[config.mk]
export PLATFORM = sky130hd
export DESIGN_NAME = incremental_pid_integral_separation_core
export DESIGN_NICKNAME = d
export VERILOG_FILES = /design/src/ipid_pkg.sv /design/src/incremental_pid_integral_separation_core.sv /design/src/ipid_cfg.sv /design/src/ipid_mult.sv /design/src/ipid_accum.sv
export SDC_FILE = /design/constraint.sdc
export NUM_CORES = 2
export LEC_CHECK = 0
export BUFFER_PORTS_ARGS = -buffer_cell sky130_fd_sc_hd__buf_2
export CAP_MARGIN = 0
export CORE_ASPECT_RATIO = 1.25
export CORE_MARGIN = 2
export CORE_UTILIZATION = 50
export CTS_CLUSTER_DIAMETER = 30
export DETAILED_ROUTE_END_ITERATION = 6
export PLACE_DENSITY = 0.74
export SLEW_MARGIN = 10
export SYNTH_ARGS = -nofsm -noshare
export SYNTH_HDL_FRONTEND = slang
export SYNTH_HIERARCHICAL = 1
export SYNTH_SLANG_ARGS = --single-unit
[constraint.sdc]
create_clock -name clk_i -period 12.1 [get_ports clk_i]
set_input_delay 1.815 -clock clk_i [delete_from_list [all_inputs] [get_ports clk_i]]
set_output_delay 1.815 -clock clk_i [all_outputs]
set_load 0.005 [all_outputs]
[src/ipid_pkg.sv]
// Package for the incremental PID core with integral separation.
// Holds widths, register indexes, reset values and the shared structs.
// No dependencies; every other file imports it.
package ipid_pkg;

  // Speed field width; all error and product widths follow from it
  localparam int SPEED_WIDTH = 16;

  // Fixed widths of the configuration fields
  localparam int GAIN_W = 16;
  localparam int THR_W  = 16;
  localparam int DUTY_W = 10;

  // Error e, first difference and second difference
  localparam int ERR_W   = SPEED_WIDTH + 1;
  localparam int DIFF1_W = SPEED_WIDTH + 2;
  localparam int DIFF2_W = SPEED_WIDTH + 3;

  // Signed product of a zero-extended gain and the widest difference
  localparam int PROD_W = GAIN_W + 1 + DIFF2_W;
  // Three products plus the accumulated drive
  localparam int SUM_W  = PROD_W + 2;

  // Width used to compare |e| against the separation threshold
  localparam int CMP_W = (SPEED_WIDTH > THR_W) ? SPEED_WIDTH : THR_W;

  // APB port
  localparam int APB_AW    = 5;
  localparam int APB_DW    = 32;
  localparam int REG_IDX_W = 3;

  // Reset values of the configuration registers
  localparam logic [THR_W-1:0]  SEP_THRESHOLD_RESET = 16'hFFFF;
  localparam logic [DUTY_W-1:0] DUTY_LIMIT_RESET    = 10'd800;

  // Register index, taken from paddr word bits
  typedef enum logic [REG_IDX_W-1:0] {
    REG_GAIN_PROP     = 3'd0,
    REG_GAIN_INTEG    = 3'd1,
    REG_GAIN_DERIV    = 3'd2,
    REG_SEP_THRESHOLD = 3'd3,
    REG_DUTY_LIMIT    = 3'd4
  } reg_idx_e;

  // Configuration register file contents
  typedef struct packed {
    logic [GAIN_W-1:0] gain_prop;
    logic [GAIN_W-1:0] gain_integ;
    logic [GAIN_W-1:0] gain_deriv;
    logic [THR_W-1:0]  sep_threshold;
    logic [DUTY_W-1:0] duty_limit;
  } cfg_t;

  // Registered PID terms handed from the multiply stage to the accumulator
  typedef struct packed {
    logic signed [PROD_W-1:0] prop;
    logic signed [PROD_W-1:0] integ;
    logic signed [PROD_W-1:0] deriv;
  } prod_t;

endpackage

[src/incremental_pid_integral_separation_core.sv]
// Top level of the incremental PID speed controller with integral separation.
// Depends on ipid_pkg, ipid_cfg, ipid_mult and ipid_accum.
//
// Usage:
//   Input channel (in_valid_i / in_stall_o) carries target_speed_i and
//   measured_speed_i; a transaction completes when valid is high and stall
//   low. Output channel (out_valid_o / out_stall_i) carries drive_duty_o,
//   one result per input transaction, in order.
//   Gains, separation threshold and duty limit are set over the APB port
//   (word addresses 0..4) while no transaction is in flight.
// Timing:
//   Three register stages: input register, multiply stage (error history
//   and the three products), accumulate stage (add, clamp, drive register).
//   One transaction per cycle sustained while out_stall_i is low; the drive
//   feedback loop is a single add and clamp inside the accumulate stage.
// Reset:
//   rst_ni clears the error history, the drive value and all stage valids;
//   configuration returns to gains 0, threshold 65535, duty limit 800.
// Stall:
//   A stalled output holds its value; the two stages behind it keep filling,
//   and in_stall_o rises only once all three stages hold a transaction.
module incremental_pid_integral_separation_core (
  input  logic                               clk_i,
  input  logic                               rst_ni,
  // Input channel
  input  logic                               in_valid_i,
  output logic                               in_stall_o,
  input  logic [ipid_pkg::SPEED_WIDTH-1:0]   target_speed_i,
  input  logic [ipid_pkg::SPEED_WIDTH-1:0]   measured_speed_i,
  // Output channel
  output logic                               out_valid_o,
  input  logic                               out_stall_i,
  output logic [ipid_pkg::DUTY_W-1:0]        drive_duty_o,
  // Configuration port
  input  logic                               psel,
  input  logic                               penable,
  input  logic                               pwrite,
  input  logic [ipid_pkg::APB_AW-1:0]        paddr,
  input  logic [ipid_pkg::APB_DW-1:0]        pwdata,
  output logic [ipid_pkg::APB_DW-1:0]        prdata,
  output logic                               pready
);
  import ipid_pkg::*;

  cfg_t                   cfg;
  prod_t                  prod;
  logic                   in_valid_q;
  logic [SPEED_WIDTH-1:0] target_q, measured_q;
  logic                   in_load;
  logic                   mult_ready, mult_valid, accum_ready;

  ipid_cfg u_cfg (
    .clk_i   (clk_i),
    .rst_ni  (rst_ni),
    .psel    (psel),
    .penable (penable),
    .pwrite  (pwrite),
    .paddr   (paddr),
    .pwdata  (pwdata),
    .prdata  (prdata),
    .pready  (pready),
    .cfg_o   (cfg)
  );

  // Input register stage
  assign in_stall_o = in_valid_q && !mult_ready;
  assign in_load    = in_valid_i && !in_stall_o;

  always_ff @(posedge clk_i or negedge rst_ni) begin
    if (!rst_ni) begin
      in_valid_q <= 1'b0;
    end else if (!in_stall_o) begin
      in_valid_q <= in_valid_i;
    end
  end

  always_ff @(posedge clk_i) begin
    if (in_load) begin
      target_q   <= target_speed_i;
      measured_q <= measured_speed_i;
    end
  end

  ipid_mult u_mult (
    .clk_i            (clk_i),
    .rst_ni           (rst_ni),
    .valid_i          (in_valid_q),
    .target_speed_i   (target_q),
    .measured_speed_i (measured_q),
    .cfg_i            (cfg),
    .ready_o          (mult_ready),
    .valid_o          (mult_valid),
    .prod_o           (prod),
    .ready_i          (accum_ready)
  );

  ipid_accum u_accum (
    .clk_i        (clk_i),
    .rst_ni       (rst_ni),
    .valid_i      (mult_valid),
    .prod_i       (prod),
    .duty_limit_i (cfg.duty_limit),
    .ready_o      (accum_ready),
    .out_valid_o  (out_valid_o),
    .drive_duty_o (drive_duty_o),
    .out_stall_i  (out_stall_i)
  );

endmodule

[src/ipid_cfg.sv]
// APB configuration registers of the incremental PID core.
// Depends on ipid_pkg for register indexes, widths and reset values.
module ipid_cfg (
  input  logic                           clk_i,
  input  logic                           rst_ni,
  input  logic                           psel,
  input  logic                           penable,
  input  logic                           pwrite,
  input  logic [ipid_pkg::APB_AW-1:0]    paddr,
  input  logic [ipid_pkg::APB_DW-1:0]    pwdata,
  output logic [ipid_pkg::APB_DW-1:0]    prdata,
  output logic                           pready,
  output ipid_pkg::cfg_t                 cfg_o
);
  import ipid_pkg::*;

  cfg_t     cfg_q, cfg_d;
  reg_idx_e idx;
  logic     wr_en;

  assign idx    = reg_idx_e'(paddr[APB_AW-1:2]);
  assign wr_en  = psel && penable && pwrite;
  assign pready = 1'b1;
  assign cfg_o  = cfg_q;

  // Decode the write transaction
  always_comb begin
    cfg_d = cfg_q;
    if (wr_en) begin
      case (idx)
        REG_GAIN_PROP:     cfg_d.gain_prop     = pwdata[GAIN_W-1:0];
        REG_GAIN_INTEG:    cfg_d.gain_integ    = pwdata[GAIN_W-1:0];
        REG_GAIN_DERIV:    cfg_d.gain_deriv    = pwdata[GAIN_W-1:0];
        REG_SEP_THRESHOLD: cfg_d.sep_threshold = pwdata[THR_W-1:0];
        REG_DUTY_LIMIT:    cfg_d.duty_limit    = pwdata[DUTY_W-1:0];
        default:           cfg_d = cfg_q;
      endcase
    end
  end

  // Hold the register values
  always_ff @(posedge clk_i or negedge rst_ni) begin
    if (!rst_ni) begin
      cfg_q.gain_prop     <= '0;
      cfg_q.gain_integ    <= '0;
      cfg_q.gain_deriv    <= '0;
      cfg_q.sep_threshold <= SEP_THRESHOLD_RESET;
      cfg_q.duty_limit    <= DUTY_LIMIT_RESET;
    end else begin
      cfg_q <= cfg_d;
    end
  end

  // Return the addressed register on a read
  always_comb begin
    case (idx)
      REG_GAIN_PROP:     prdata = APB_DW'(cfg_q.gain_prop);
      REG_GAIN_INTEG:    prdata = APB_DW'(cfg_q.gain_integ);
      REG_GAIN_DERIV:    prdata = APB_DW'(cfg_q.gain_deriv);
      REG_SEP_THRESHOLD: prdata = APB_DW'(cfg_q.sep_threshold);
      REG_DUTY_LIMIT:    prdata = APB_DW'(cfg_q.duty_limit);
      default:           prdata = '0;
    endcase
  end

endmodule

[src/ipid_mult.sv]
// Error and multiply stage: forms e, keeps the two previous errors and
// registers the proportional, integral and derivative terms.
// Depends on ipid_pkg for widths and the cfg_t / prod_t structs.
module ipid_mult (
  input  logic                               clk_i,
  input  logic                               rst_ni,
  input  logic                               valid_i,
  input  logic [ipid_pkg::SPEED_WIDTH-1:0]   target_speed_i,
  input  logic [ipid_pkg::SPEED_WIDTH-1:0]   measured_speed_i,
  input  ipid_pkg::cfg_t                     cfg_i,
  output logic                               ready_o,
  output logic                               valid_o,
  output ipid_pkg::prod_t                    prod_o,
  input  logic                               ready_i
);
  import ipid_pkg::*;

  logic signed [ERR_W-1:0]   last_err_q, older_err_q;
  logic signed [ERR_W-1:0]   err;
  logic [SPEED_WIDTH-1:0]    mag;
  logic signed [DIFF1_W-1:0] diff1;
  logic signed [DIFF2_W-1:0] diff2;
  logic signed [GAIN_W:0]    gp_s, ki_s, gd_s;
  logic                      separated;
  logic                      take;
  logic                      valid_q;
  prod_t                     prod_q, prod_d;

  // Stage is free when empty or when its content moves on
  assign ready_o = !valid_q || ready_i;
  assign take    = valid_i && ready_o;
  assign valid_o = valid_q;
  assign prod_o  = prod_q;

  // Error and its magnitude
  assign err = $signed({1'b0, target_speed_i}) - $signed({1'b0, measured_speed_i});
  assign mag = err[ERR_W-1] ? SPEED_WIDTH'(-err) : SPEED_WIDTH'(err);

  // Drop the integral term only when |e| is strictly above the threshold
  assign separated = CMP_W'(mag) > CMP_W'(cfg_i.sep_threshold);

  // First and second error differences
  assign diff1 = err - last_err_q;
  assign diff2 = err - last_err_q - last_err_q + older_err_q;

  assign gp_s = $signed({1'b0, cfg_i.gain_prop});
  assign gd_s = $signed({1'b0, cfg_i.gain_deriv});
  assign ki_s = separated ? '0 : $signed({1'b0, cfg_i.gain_integ});

  // Three independent multiplies
  always_comb begin
    prod_d.prop  = gp_s * diff1;
    prod_d.integ = ki_s * err;
    prod_d.deriv = gd_s * diff2;
  end

  // Advance the error history with each transaction
  always_ff @(posedge clk_i or negedge rst_ni) begin
    if (!rst_ni) begin
      last_err_q  <= '0;
      older_err_q <= '0;
      valid_q     <= 1'b0;
    end else begin
      if (ready_o) begin
        valid_q <= valid_i;
      end
      if (take) begin
        last_err_q  <= err;
        older_err_q <= last_err_q;
      end
    end
  end

  // Capture the products
  always_ff @(posedge clk_i) begin
    if (take) begin
      prod_q <= prod_d;
    end
  end

endmodule

[src/ipid_accum.sv]
// Accumulate and clamp stage: adds the PID terms to the drive value,
// clamps to 0..duty_limit and holds the result for the output channel.
// Depends on ipid_pkg for widths and the prod_t struct.
module ipid_accum (
  input  logic                          clk_i,
  input  logic                          rst_ni,
  input  logic                          valid_i,
  input  ipid_pkg::prod_t               prod_i,
  input  logic [ipid_pkg::DUTY_W-1:0]   duty_limit_i,
  output logic                          ready_o,
  output logic                          out_valid_o,
  output logic [ipid_pkg::DUTY_W-1:0]   drive_duty_o,
  input  logic                          out_stall_i
);
  import ipid_pkg::*;

  logic [DUTY_W-1:0]        accum_q, accum_d;
  logic                     valid_q;
  logic                     take;
  logic signed [PROD_W-1:0] p_s, i_s, d_s;
  logic signed [SUM_W-1:0]  sum, lim;

  assign ready_o      = !valid_q || !out_stall_i;
  assign take         = valid_i && ready_o;
  assign out_valid_o  = valid_q;
  assign drive_duty_o = accum_q;

  assign p_s = prod_i.prop;
  assign i_s = prod_i.integ;
  assign d_s = prod_i.deriv;

  // New drive value before clamping
  assign sum = $signed({1'b0, accum_q}) + p_s + i_s + d_s;
  assign lim = $signed({{(SUM_W - DUTY_W){1'b0}}, duty_limit_i});

  // Clamp to the allowed drive range; no reverse drive
  always_comb begin
    if (sum[SUM_W-1]) begin
      accum_d = '0;
    end else if (sum > lim) begin
      accum_d = duty_limit_i;
    end else begin
      accum_d = sum[DUTY_W-1:0];
    end
  end

  // The drive register doubles as the output register
  always_ff @(posedge clk_i or negedge rst_ni) begin
    if (!rst_ni) begin
      accum_q <= '0;
      valid_q <= 1'b0;
    end else begin
      if (ready_o) begin
        valid_q <= valid_i;
      end
      if (take) begin
        accum_q <= accum_d;
      end
    end
  end

endmodule

# [Word level (Yosys, flattened, before mapping)]
# Cells that the tools add are included.
[totals] ff_bits=258 input_bits=76 elab_cells=58
[classes] add_sub_neg=9 n_mul=3 n_lt_le_gt_ge=2 n_eq_ne=4 muxes=5 n_reduce_logical=19
[op_table] operator="$pmux W16 S5" count=1
[op_table] operator="$add A38 B36 Y38" count=1
[op_table] operator="$gt A38 B11 Y1" count=1
[op_table] operator="$add A36 B34 Y37" count=1
[op_table] operator="$add A11 B35 Y36" count=1
[op_table] operator="$mul A17 B19 Y36" count=1
[op_table] operator="$sub A17 B17 Y18" count=2
[op_table] operator="$mul A17 B18 Y35" count=1
[op_table] operator="$mul A17 B17 Y34" count=1
[op_table] operator="$mux W16" count=2
[op_table] operator="$mux W10" count=2
[op_table] operator="$add A19 B17 Y19" count=1
[op_table] operator="$sub A18 B17 Y19" count=1
[op_table] operator="$sub A16 B16 Y17" count=1
[op_table] operator="$gt A16 B16 Y1" count=1
[op_table] operator="$neg A16 Y16" count=1
[op_table] operator="$reduce_and A2 Y1" count=5
[op_table] operator="$eq A3 B2 Y1 const B" count=2
[op_table] operator="$logic_and A1 B1 Y1" count=6
[op_table] operator="$logic_not A1 Y1" count=5
[op_table] operator="$eq A3 B1 Y1 const B" count=1
[op_table] operator="$eq A3 B3 Y1 const B" count=1
[op_table] operator="$logic_not A3 Y1" count=1
[op_table] operator="$logic_or A1 B1 Y1" count=2

# [Depth between registers and ports, before layout]
[depth] ltp_word=7 depth_mapped=48

# [Modules after synthesis]
# Netlist, hierarchy kept.
[by_module_without_submodules] mod="ipid_mult" n_inst=1 cells_each=4456 area_per_inst_um2=40659.0 seq_area_each_um2=4028.9
[by_module_without_submodules] mod="ipid_accum" n_inst=1 cells_each=663 area_per_inst_um2=5093.6 seq_area_each_um2=275.3
[by_module_without_submodules] mod="ipid_cfg" n_inst=1 cells_each=246 area_per_inst_um2=3611.0 seq_area_each_um2=1875.5
[by_module_without_submodules] mod="incremental_pid_integral_separation_core" n_inst=1 cells_each=37 area_per_inst_um2=1018.5 seq_area_each_um2=985.9

# [Worst setup path after synthesis]
# No wires, ideal clock.
[synth_timing] kind="reg2reg" from="register target_q[5]" to="register u_mult.prod_q, in the netlist u_mult/prod_o[59], data pin" setup_ps=260 t_arrival_ps=10088 t_required_ps=11840 path_slack_ps=1752 stages_incl_launch_ff=44 path_buffers=3 period_less_slack_ps=10348 cell_sequence="edfxtp_1 > ha_1 > a21o_1 > or3_1 > o21a_4 > a41oi_1 > o21ai_0 > a21o_1 > a21o_1 > inv_1 > clkbuf_1 > nand2_1 > xnor2_1 > ha_1 > a21o_1 > a21o_1 > a21o_1 > a21o_1 > [8 not listed] > fa_1 > fa_1 > inv_1 > fa_1 > fa_1 > inv_1 > fa_1 > inv_1 > ha_1 > a21o_1 > a21o_1 > a221oi_1 > a21boi_0 > o21ai_0 > a21oi_1 > nor2_1 > nor2_1 > xnor2_1"
[synth_lines] item="start: declaration" line_no="incremental_pid_integral_separation_core.sv:48" rtl="logic [SPEED_WIDTH-1:0] target_q, measured_q;"
[synth_lines] item="start signal: assignment" line_no="incremental_pid_integral_separation_core.sv:79" rtl="target_q <= target_speed_i;"
[synth_lines] item="end signal: assignment" line_no="ipid_mult.sv:77" rtl="prod_q <= prod_d;"
[synth_lines] item="end: declaration" line_no="ipid_mult.sv:27" rtl="prod_t prod_q, prod_d;"

==> impl_metrics.json <==
{
  "status": "finished with violations",
  "failed_checks": "design-rule violations",
  "fillers": 8819,
  "antenna_found_initial": 8,
  "fmax_mhz": 87.1,
  "cp-end-kind": "flop",
  "synth_area_leaders": "fa_1 35%, ha_1 11%, inv_1 9.2%",
  "drtIter0Drc": 2715,
  "crit_cells": 36,
  "startpoint": "measured_q[1]$_DFFE_PP_",
  "crit_type": "reg2reg",
  "crit_top_cell": "fa_1",
  "nets": 6796,
  "clock_latency_ns": 0.61,
  "fin_skew_ns": 0.0281,
  "synth_common_cells": "1231 x inv_1, 875 x fa_1, 448 x ha_1",
  "yosys.area.top_type": "fa_1",
  "groute.usage.overall_pct": 27.3,
  "clkSinkCount": 258,
  "vias": 38000,
  "period_needed_ns": 11.48,
  "wl_per_cell_um": 20.4,
  "crit_family": "adder cells",
  "ys_ff_latch": 258,
  "synth_cells": 5402,
  "io_pins": 121,
  "r2r-start": "measured_q[1]$_DFFE_PP_",
  "overflow": 0,
  "rr_worst_depth": 36,
  "wirelength_um": 138000,
  "synth_most_common_cell": "inv_1",
  "die-width_um": 288,
  "cts_made_buffers": 54,
  "syn_area_um2": 50400,
  "synthArstFlopShare_pct": 46.9,
  "ys_types": 118,
  "multiInputGateArea_um2": 37500,
  "crit_buf_inv": 6,
  "yosysTopAreaCellShare_pct": 34.8,
  "setup_viol": 0,
  "r2r-end": "u_mult/prod_o[34]$_DFFE_PP_",
  "cp-start-kind": "flop",
  "seq_area_um2": 7170,
  "grt_max_degree": 99,
  "cts_tree": "built",
  "fp.dieH_um": 359,
  "synth-seq-area-share_pct": 14.2,
  "avgSynthCellArea_um2": 9.33,
  "rsz0062_at_grt": "false",
  "slew_headroom_pct": 18.5,
  "portBuffers": 85,
  "std_cell_rows": 130,
  "drive_gt1_share_pct": 8.67,
  "timing.setup.tns_ns": 0,
  "ant_nets": 0,
  "cts_resized": 0,
  "clk_root_buffer_cell": "clkbuf_16",
  "grt_pass1_wl_um": 219000,
  "start_util_pct": 50.3,
  "crit_path_end": "u_mult/prod_o[34]$_DFFE_PP_",
  "path_max_fanout": 10,
  "synth_ff_type": "edfxtp_1",
  "reg2reg_setup_slack_ns": 0.62,
  "cts_buffer_depth": 3,
  "core_um2": 100000,
  "vias_per_cell": 5.62,
  "period_share_pct": 94.9,
  "htree_levels": 2,
  "tightestPinTransition_ns": 1.22,
  "worst_ep_required_time_ns": 12.47,
  "maxSlewViolCount": 0,
  "grt_pass1_vias": 40900,
  "drc": 1,
  "dr.pass1.iters": 7,
  "cts_hold_buffers": 0,
  "max_stage_delay_ns": 0.73,
  "yosysWarnings": 6,
  "cp.arrival_ns": 11.85,
  "cts_setup_buffers": 0,
  "hold_viol": 0,
  "dieArea_um2": 103000,
  "area_growth_syn_to_layout_pct": 7.44,
  "hold_path.class": "reg2reg",
  "cap_violations": 0,
  "synth_edf_count": 137,
  "cpMaxStageDelayCell": "fa_1",
  "dp_hpwl_um": 112000,
  "clk_pin_slew_ns": 0.05,
  "globalplace.congestion": 0.996
}
-- stage by stage --
stage          hold WS [ns]  area (µm²)  setup slack (ns)  util (%)  std cells
2_1_floorplan         0.450       50400              1.75         -       5417
3_5_place_dp          0.471       52100             0.779      52.0       6661
6_report              0.480       54100             0.619      54.0       6767
3_3_place_gp          0.462       52100              1.04      52.0       6661
5_1_grt               0.504       54100            0.0689      54.0       6763
4_1_cts               0.481       54100             0.732      54.0       6763
-- worst min path at each step --
stage,from,end,cells past startpoint
floorplan,u_mult/last_err_q[14]$_DFFE_PN0P_,u_mult/last_err_q[14]$_DFFE_PN0P_,2
global placement,u_mult/last_err_q[9]$_DFFE_PN0P_,u_mult/last_err_q[9]$_DFFE_PN0P_,2
detailed placement,u_mult/last_err_q[9]$_DFFE_PN0P_,u_mult/last_err_q[9]$_DFFE_PN0P_,2
CTS,u_mult/last_err_q[9]$_DFFE_PN0P_,u_mult/last_err_q[9]$_DFFE_PN0P_,2
global route,u_mult/older_err_q[13]$_DFFE_PN0P_,u_mult/older_err_q[13]$_DFFE_PN0P_,2
finish,u_mult/last_err_q[5]$_DFFE_PN0P_,u_mult/last_err_q[5]$_DFFE_PN0P_,2
-- metal layers --
layer  wire length [µm]  vias up  track usage [%]
met3              10200      424             4.75
met5                  0        -                0
met1              50600    19100             32.2
li1                   -    17000                -
met2              68100     1507             47.0
met4               9110        0             15.2
-- flip-flops by register name (all words and copies together) (netlist names) --
register              cells
in_valid_q                1
measured_q               16
target_q                 16
u_accum/drive_duty_o     10
u_accum/out_valid_o       1
u_cfg/cfg_o              74
u_mult/last_err_q        17
u_mult/older_err_q       17
u_mult/prod_o           105
u_mult/valid_o            1
-- cell families after synthesis --
group	share of synthesized area (%)
buffers and inverters	11.6
and+or+nand+nor	13.9
adders and majority gates	45.9
AOI/OAI and AO/OA	8.48
DFF	14.2
xor gates and xnor gates	2.92
muxes	2.97
other	0.0149
-- layout make-up --
class                      count  share of cell area, %
sequential                   258                   13.2
clock buffer                  66                   2.67
clock inverter                36                  0.987
inverter                    1251                   8.68
multi-input combinational   3661                   69.3
timing repair buffer         171                   2.04
tap                         1320                   3.05
antenna                        4                 0.0185
-- worst min-delay path: stages, from the launching register on --
cell     delay, ns
dfrtp_1       0.34
nand2_1       0.04
o21ai_0       0.06
-- layout by cell type, fill, tap and decap left out, types with 24 or more instances in the layout --
master | Yosys | final
fa_1 | 875 | 875
edfxtp_1 | 137 | 137
and2_1 | 215 | 215
a21o_1 | 64 | 64
nor3_1 | 180 | 180
dfrtp_1 | 102 | 102
o21a_1 | 38 | 38
nand2b_1 | 51 | 51
clkbuf_16 | 0 | 55
o21ai_0 | 114 | 114
nand2_1 | 432 | 431
a21oi_1 | 171 | 170
o21bai_1 | 24 | 24
a211oi_1 | 31 | 30
nand3_1 | 195 | 195
o21ai_1 | 33 | 33
nor2_1 | 115 | 115
o211ai_1 | 28 | 28
and3_1 | 34 | 34
nor2b_1 | 58 | 58
buf_4 | 25 | 84
ha_1 | 448 | 448
mux2_2 | 92 | 92
buf_2 | 21 | 84
inv_1 | 1231 | 1230
xnor2_1 | 130 | 126
xor2_1 | 29 | 27
Power is not shown: default switching activity piles up to over one toggle a cycle in this logic, so the estimate is an artifact.
